[config.mk]
export PLATFORM = sky130hd
export DESIGN_NAME = life_generation_step
export DESIGN_NICKNAME = d
export VERILOG_FILES = /design/src/rtl/lgs_pkg.sv /design/src/rtl/lgs_cell.sv /design/src/rtl/lgs_result_queue.sv /design/src/rtl/life_generation_step.sv
export SDC_FILE = /design/constraint.sdc
export NUM_CORES = 2
export LEC_CHECK = 0
export ABC_AREA = 1
export BUFFER_PORTS_ARGS = -buffer_cell sky130_fd_sc_hd__buf_2
export CORE_MARGIN = 5
export CORE_UTILIZATION = 60
export CTS_BUF_LIST = sky130_fd_sc_hd__clkbuf_2 sky130_fd_sc_hd__clkbuf_4 sky130_fd_sc_hd__clkbuf_8
export DETAILED_ROUTE_END_ITERATION = 7
export PLACE_DENSITY_LB_ADDON = 0.08
export SYNTH_ARGS = -nofsm -noshare
export SYNTH_HDL_FRONTEND = slang
export SYNTH_SLANG_ARGS = --single-unit
[constraint.sdc]
create_clock -name clk -period 6.6 [get_ports clk]
set_clock_uncertainty 0.05 [all_clocks]
set_input_delay 0 -clock clk [delete_from_list [all_inputs] [get_ports clk]]
set_output_delay 0 -clock clk [all_outputs]
set_load 0.03 [all_outputs]
[src/rtl/lgs_pkg.sv]
package lgs_pkg;

  localparam int COL_W              = 64;
  localparam int HEIGHT_W           = 7;
  localparam int MAX_HEIGHT_DEFAULT = 64;
  localparam logic [HEIGHT_W-1:0] HEIGHT_RESET = 7'd64;
  localparam int NCOUNT_W           = 4;
  localparam int QUEUE_DEPTH        = 4;

  typedef struct packed {
    logic [COL_W-1:0] column_bits;
    logic             final_column;
  } column_t;

  typedef struct packed {
    logic [COL_W-1:0] next_bits;
    logic             last_result;
  } result_t;

  // Bits one row of the board hands to the rows next to it
  typedef struct packed {
    logic left;
    logic middle;
    logic incoming;
  } cell_bits_t;

  typedef struct packed {
    logic advance;
    logic clear;
  } cell_ctrl_t;

  function automatic logic life_rule(input logic [NCOUNT_W-1:0] n, input logic alive);
    return (n == NCOUNT_W'(3)) || (alive && (n == NCOUNT_W'(2)));
  endfunction

endpackage

[src/rtl/lgs_cell.sv]
module lgs_cell (
  input  logic               clk,
  input  logic               rst,
  input  lgs_pkg::cell_ctrl_t ctrl,
  input  logic               incoming,
  input  logic               mask,
  input  lgs_pkg::cell_bits_t below,
  input  lgs_pkg::cell_bits_t above,
  output logic               left,
  output logic               middle,
  output logic               gen_a,
  output logic               gen_b
);
  import lgs_pkg::*;

  logic [NCOUNT_W-1:0] n_a;
  logic [NCOUNT_W-1:0] n_b;

  always_ff @(posedge clk) begin
    if (rst || (ctrl.advance && ctrl.clear)) begin
      left   <= 1'b0;
      middle <= 1'b0;
    end else if (ctrl.advance) begin
      left   <= middle;
      middle <= incoming;
    end
  end

  // gen_a: next generation of the middle row bit, new column on the right.
  // gen_b: next generation of the incoming bit with a dead column beyond it.
  always_comb begin
    n_a = NCOUNT_W'(below.left) + NCOUNT_W'(left) + NCOUNT_W'(above.left)
        + NCOUNT_W'(below.middle) + NCOUNT_W'(above.middle)
        + NCOUNT_W'(below.incoming) + NCOUNT_W'(incoming) + NCOUNT_W'(above.incoming);
    n_b = NCOUNT_W'(below.middle) + NCOUNT_W'(middle) + NCOUNT_W'(above.middle)
        + NCOUNT_W'(below.incoming) + NCOUNT_W'(above.incoming);
  end

  assign gen_a = mask & life_rule(n_a, middle);
  assign gen_b = mask & life_rule(n_b, incoming);

endmodule

[src/rtl/lgs_result_queue.sv]
module lgs_result_queue (
  input  logic             clk,
  input  logic             rst,
  input  logic [1:0]       push_n,
  input  lgs_pkg::result_t push_first,
  input  lgs_pkg::result_t push_second,
  output logic             space,
  output logic             res_valid,
  input  logic             res_ready,
  output lgs_pkg::result_t res
);
  import lgs_pkg::*;

  localparam int PTR_W = $clog2(QUEUE_DEPTH);
  localparam int CNT_W = $clog2(QUEUE_DEPTH + 1);

  result_t          entries [QUEUE_DEPTH];
  logic [PTR_W-1:0] wr_ptr;
  logic [PTR_W-1:0] wr_ptr_1;
  logic [PTR_W-1:0] rd_ptr;
  logic [CNT_W-1:0] count;
  logic             pop;

  assign pop       = res_valid & res_ready;
  assign wr_ptr_1  = wr_ptr + PTR_W'(1);
  assign res_valid = (count != '0);
  assign res       = entries[rd_ptr];
  // keep room for the two results a final column can bring
  assign space     = (count <= CNT_W'(QUEUE_DEPTH - 2));

  always_ff @(posedge clk) begin
    if (rst) begin
      wr_ptr <= '0;
      rd_ptr <= '0;
      count  <= '0;
    end else begin
      wr_ptr <= wr_ptr + PTR_W'(push_n);
      rd_ptr <= rd_ptr + PTR_W'(pop);
      count  <= count + CNT_W'(push_n) - CNT_W'(pop);
    end
  end

  always_ff @(posedge clk) begin
    for (int i = 0; i < QUEUE_DEPTH; i++) begin
      if ((push_n != 2'd0) && (PTR_W'(i) == wr_ptr)) begin
        entries[i] <= push_first;
      end else if ((push_n == 2'd2) && (PTR_W'(i) == wr_ptr_1)) begin
        entries[i] <= push_second;
      end
    end
  end

  a_count_bound: assert property (@(posedge clk) disable iff (rst)
    count <= CNT_W'(QUEUE_DEPTH))
    else $error("result queue count beyond depth");

  a_push_needs_space: assert property (@(posedge clk) disable iff (rst)
    (push_n != 2'd0) |-> space)
    else $error("results pushed without room");

  a_drain_step: assert property (@(posedge clk) disable iff (rst)
    (pop && (push_n == 2'd0)) |=> (count == $past(count) - CNT_W'(1)))
    else $error("result queue count did not drop on pop");

endmodule

[src/rtl/life_generation_step.sv]
// One generation of the B3/S23 automaton on a board streamed one column per
// request, bit y of a column being cell y. Cells off the board are dead, and
// bits at or above board_height are cleared on the way in and out. Every
// column but the first returns the next generation of the column before it;
// the final column also returns its own, flagged last_result, and the block
// then starts a fresh board. A row of MAX_HEIGHT cells holds the two stored
// columns, one bit of each per cell, and computes all rows in parallel, so
// a column is taken every cycle while the queue has room. Results pass
// through a four-entry queue; a final column puts up to two results in it,
// and intake pauses only when fewer than two queue slots are free. The user
// writes board_height only while no results are outstanding; not enforced.
module life_generation_step #(
  parameter int MAX_HEIGHT = lgs_pkg::MAX_HEIGHT_DEFAULT
) (
  input  logic                            clk,
  input  logic                            rst,
  input  logic                            col_valid,
  output logic                            col_ready,
  input  lgs_pkg::column_t                col,
  output logic                            res_valid,
  input  logic                            res_ready,
  output lgs_pkg::result_t                res,
  input  logic                            cfg_valid,
  output logic                            cfg_ready,
  input  logic [lgs_pkg::HEIGHT_W-1:0]    cfg_data
);
  import lgs_pkg::*;

  logic [HEIGHT_W-1:0] board_height;
  logic                middle_valid;
  logic                accept;
  logic                space;
  cell_ctrl_t          ctrl;

  logic [COL_W-1:0]    mask_vec;
  logic [COL_W-1:0]    inc_vec;
  logic [COL_W-1:0]    left_vec;
  logic [COL_W-1:0]    mid_vec;
  logic [COL_W-1:0]    gen_a;
  logic [COL_W-1:0]    gen_b;
  logic [COL_W+1:0]    inc_pad;
  logic [COL_W+1:0]    left_pad;
  logic [COL_W+1:0]    mid_pad;

  logic [1:0]          push_n;
  result_t             res_a;
  result_t             res_b;
  result_t             push_first;

  assign cfg_ready = 1'b1;
  assign col_ready = space;
  assign accept    = col_valid & col_ready;

  always_ff @(posedge clk) begin
    if (rst) begin
      board_height <= HEIGHT_RESET;
      middle_valid <= 1'b0;
    end else begin
      if (cfg_valid && cfg_ready) begin
        board_height <= cfg_data;
      end
      if (accept) begin
        middle_valid <= !col.final_column;
      end
    end
  end

  assign ctrl.advance = accept;
  assign ctrl.clear   = col.final_column;

  assign inc_vec  = col.column_bits & mask_vec;
  assign inc_pad  = {1'b0, inc_vec, 1'b0};
  assign left_pad = {1'b0, left_vec, 1'b0};
  assign mid_pad  = {1'b0, mid_vec, 1'b0};

  for (genvar y = 0; y < COL_W; y++) begin : g_row
    if (y < MAX_HEIGHT) begin : g_cell
      cell_bits_t below;
      cell_bits_t above;

      assign mask_vec[y] = (board_height > HEIGHT_W'(y));
      assign below = '{left: left_pad[y], middle: mid_pad[y], incoming: inc_pad[y]};
      assign above = '{left: left_pad[y+2], middle: mid_pad[y+2], incoming: inc_pad[y+2]};

      lgs_cell u_cell (
        .clk      (clk),
        .rst      (rst),
        .ctrl     (ctrl),
        .incoming (inc_vec[y]),
        .mask     (mask_vec[y]),
        .below    (below),
        .above    (above),
        .left     (left_vec[y]),
        .middle   (mid_vec[y]),
        .gen_a    (gen_a[y]),
        .gen_b    (gen_b[y])
      );
    end else begin : g_empty
      assign mask_vec[y] = 1'b0;
      assign left_vec[y] = 1'b0;
      assign mid_vec[y]  = 1'b0;
      assign gen_a[y]    = 1'b0;
      assign gen_b[y]    = 1'b0;
    end
  end

  assign res_a      = '{next_bits: gen_a, last_result: 1'b0};
  assign res_b      = '{next_bits: gen_b, last_result: 1'b1};
  assign push_first = middle_valid ? res_a : res_b;
  assign push_n     = accept ? (2'(middle_valid) + 2'(col.final_column)) : 2'd0;

  lgs_result_queue u_queue (
    .clk         (clk),
    .rst         (rst),
    .push_n      (push_n),
    .push_first  (push_first),
    .push_second (res_b),
    .space       (space),
    .res_valid   (res_valid),
    .res_ready   (res_ready),
    .res         (res)
  );

  a_empty_middle: assert property (@(posedge clk) disable iff (rst)
    !middle_valid |-> (mid_vec == '0) && (left_vec == '0))
    else $error("stored columns not clear while no column is held");

  a_final_clears: assert property (@(posedge clk) disable iff (rst)
    (accept && col.final_column) |=> !middle_valid && (mid_vec == '0))
    else $error("final column did not clear the stored columns");

  a_hold_column: assert property (@(posedge clk) disable iff (rst)
    (accept && !col.final_column) |=> middle_valid && (mid_vec == $past(inc_vec)))
    else $error("column not held after a non-final request");

endmodule
==> impl_summary.log <==
[metrics] Pins Over Slew Limit: 0
[metrics] number of top-level pins: 145
[metrics] largest net degree at the start of global routing: 96
[metrics] floorplan row count: 89
[metrics] RePlAce Congestion: 0.957
[metrics] CTS Buf Count: 78
[metrics] worst setup slack after placement: 1.39 ns
[metrics] RSZ-0062 raised after global routing: false
[metrics] die area: 64900 um2
[metrics] routed vias: 30100
[metrics] initial standard-cell utilization of the core: 60.7%
[metrics] detailed-router iteration count before antenna repair: 6
[metrics] number of global-route vias before repair: 29400
[metrics] smallest hold slack: 0.0641 ns
[metrics] final non-filler cell total: 5194
[metrics] overall power after layout: 13.1 mW
[metrics] post-place instance area: 37400 um2
[metrics] total instance count after detailed placement: 4973
[metrics] total power per unit cell area: 330 nW/um2
[metrics] Final setup viols: 0
[metrics] syn nets: 4958
[metrics] Synth Area per Inst: 8.61 um2
[metrics] clock tree from TritonCTS: built
[metrics] worst-case clock buffer depth: 3
[metrics] layout cells sized above 1: 8.10%
[metrics] final hold violation count: 0
[metrics] Placeable Area: 59200 um2
[metrics] die extent in x: 255 um
[metrics] Netlist Area Pre-Place: 36000 um2
[metrics] Final Routed Wirelength: 109 mm
[metrics] Required @ worst endpoint: 7.07 ns
[metrics] synthesized flop and latch total: 403
[metrics] leakage component of the power: 18.4 nW
[metrics] post-DP HPWL: 75.0 mm
[metrics] per-cell via count in the routed design: 5.79
[metrics] final clock period utilization by the worst path: 78.9%
[metrics] post-detailed-route DRC marker count: 0
[metrics] clk_lat worst skew: 0.69 ns
[metrics] max-slew headroom at the worst pin: 24.3%
[metrics] Max stage delay cell, worst path: fa_1
[metrics] Crit path arrival time: 5.68 ns
[metrics] utilization after layout: 67.1%
[metrics] Crit path largest cell delay: 0.57 ns
[metrics] post-CTS clock slew at the launch and capture registers of the worst setup and hold paths: 0.06 ns
[metrics] peak clock frequency supported by timing: 0.192 GHz
[metrics] maximum VDD drop: 0.000170 V
[metrics] Setup Fix Bufs, Post-CTS: 0
[metrics] Max-cap violations: 0
[metrics] setup tns final: 0 ns
[metrics] drt first-iter violations: 3030
[metrics] type of the tightest min-delay check: in2reg
[metrics] clock root cell: clkbuf_8
[metrics] startpoint class of the critical path: flip-flop
[metrics] chain of cells forming the critical path: inv_2 -> nand2_1 -> nand2_1 -> o21ai_0 -> nand2_1 -> fa_1 -> fa_1 -> inv_1 -> fa_1 -> inv_1 -> fa_1 -> nor2_1 -> nand4_1 -> o21ai_0
[metrics] total congestion overflow: 0
[metrics] final-stage net count: 5136
[metrics] sequential area share after synthesis: 29.6%
[metrics] number of fill cells in the layout: 4980
[metrics] Tightest Pin Transition: 1.13 ns
[metrics] setup slack of the critical path after layout: 1.39 ns
[metrics] overall routing resource usage: 33.7%
[metrics] Warnings, synthesis: 0
[metrics] number of buffers and inverters on the critical path: 3
[metrics] P&R area growth vs syn: 10.5%
[metrics] Yosys cell types: 47
[metrics] cell occurring most often along the worst timing path: fa_1
[metrics] wire length of the first global-routing pass: 169 mm
[metrics] nature of the critical path endpoint: flip-flop
[metrics] antenna violations before repair: 5
[metrics] family with the most delay on the worst path: adder cells
[metrics] die height: 255 um
[metrics] Setup Crit Path Kind: reg2reg
[metrics] Max H-tree Level: 3
[metrics] status: finished, final reports clean
[metrics] final critical-path required period: 5.21 ns
[metrics] number of clock sinks: 403
[metrics] maximum fanout along the worst path: 15
[metrics] post-synthesis cell count: 4178
[metrics] Non-Filler Cell Area, Final: 39700 um2
[metrics] Detail Route Antenna Nets: 0
[metrics] routed len/inst: 20.9 um
[metrics] number of port buffers: 143
-- cells in the mapped netlist, drive strengths merged --
master / n / share of area (%)
conb: 1 / 0.010
a31o: 7 / 0.17
nand3: 52 / 0.72
and2: 11 / 0.19
nand4: 38 / 0.68
or2: 17 / 0.30
nor3: 16 / 0.24
o2111ai: 21 / 0.51
fa: 379 / 21
o31ai: 1 / 0.021
clkbuf: 103 / 1.1
and2b: 1 / 0.021
o21ai: 395 / 5.5
nand2: 671 / 7.0
dfxtp: 144 / 8.0
a21boi: 2 / 0.042
nor2: 343 / 3.7
o211a: 2 / 0.056
xor2: 10 / 0.24
ha: 324 / 11
a31oi: 7 / 0.12
buf: 49 / 0.65
o211ai: 45 / 0.94
o22ai: 151 / 2.6
edfxtp: 259 / 22
a21oi: 200 / 2.8
nor3b: 12 / 0.25
o21bai: 7 / 0.15
a21o: 2 / 0.042
o21a: 3 / 0.063
xnor2: 22 / 0.54
inv: 876 / 9.1
a211oi: 7 / 0.15
-- cells in the final DEF, fill, tap and decap left out, drive strengths merged --
master       count
a211oi           7
a21boi           2
a21o             2
a21oi          200
a31o             7
a31oi            7
and2            11
and2b            1
buf            174
bufinv           3
clkbuf         110
clkinv          27
clkinvlp         3
conb             1
dfxtp          144
diode            2
dlygate4sd3     76
edfxtp         259
fa             379
ha             324
inv            876
nand2          671
nand3           52
nand4           38
nor2           343
nor3            16
nor3b           12
o2111ai         21
o211a            2
o211ai          45
o21a             3
o21ai          395
o21bai           7
o22ai          151
o31ai            1
or2             17
xnor2           22
xor2            10
-- cells by family after synthesis --
group / Yosys count / synth area share [%]
other: 1 / 0.0104
DFF: 403 / 29.6
xor gates and xnor gates: 32 / 0.779
AOI/OAI and AO/OA: 850 / 13.2
buffers and inverters: 1028 / 10.9
and+or+nand+nor: 1161 / 13.1
adders and majority gates: 703 / 32.4
-- tightest hold or removal path, stage by stage --
cell and delay [ns]:
buf_2 0.09, nand3_1 0.33, inv_1 0.18, o21ai_0 0.10, inv_1 0.05
-- repair_timing --
item / CTS / global route
resized for setup: 0 / 0
hold endpoints to repair: 270 / 0
hold buffers: 76 / 0
-- layer usage --
metal  GRT usage, %  part of all wire, %  vias up  routed length [um]
li1               -                    -    13900                   -
met2           53.6                   45     1525               48800
met1           46.7                   40    14400               43200
met5              0               0.0064        -                   7
met4           11.8                  3.8        2                4100
met3           6.98                   11      275               12500
-- layout make-up --
class / count / area (um2) / share of cell area, %
multi-input combinational: 2747 / 21500 / 54.1
antenna: 2 / 5.00 / 0.0126
tap: 773 / 967 / 2.43
timing repair buffer: 250 / 1710 / 4.30
inverter: 876 / 3300 / 8.30
clock buffer: 110 / 1380 / 3.46
clock inverter: 33 / 235 / 0.592
sequential: 403 / 10700 / 26.8
-- power breakdown --
part           leakage (nW)  internal, mW  total [mW]  switching [mW]
Combinational          14.0          2.33        6.96            4.63
Clock                 0.853          1.46        2.66            1.19
Sequential             3.51          3.20        3.49           0.294
Total                  18.4          6.99        13.1            6.11
-- sequential cells by signal, indices dropped and copies added (netlist names) --
register,cells
u_queue.rd_ptr,2
g_row.g_cell.u_cell.left,64
board_height,7
u_queue.entries,260
u_queue.count,3
u_queue.wr_ptr,2
g_row.g_cell.u_cell.middle,64
middle_valid,1
-- final timing paths --
path,slack [ns],endpoint,depth (start not counted),startpoint
setup / recovery,1.39,u_queue.entries[1][35],14,board_height[6]
hold / removal,0.06,g_row[8].g_cell.u_cell.middle,5,col[9]
setup reg to reg,1.39,u_queue.entries[1][35],14,board_height[6]
hold reg to reg,0.42,g_row[0].g_cell.u_cell.left,2,g_row[0].g_cell.u_cell.left
Note: power is estimated with default switching activity, not from simulation.
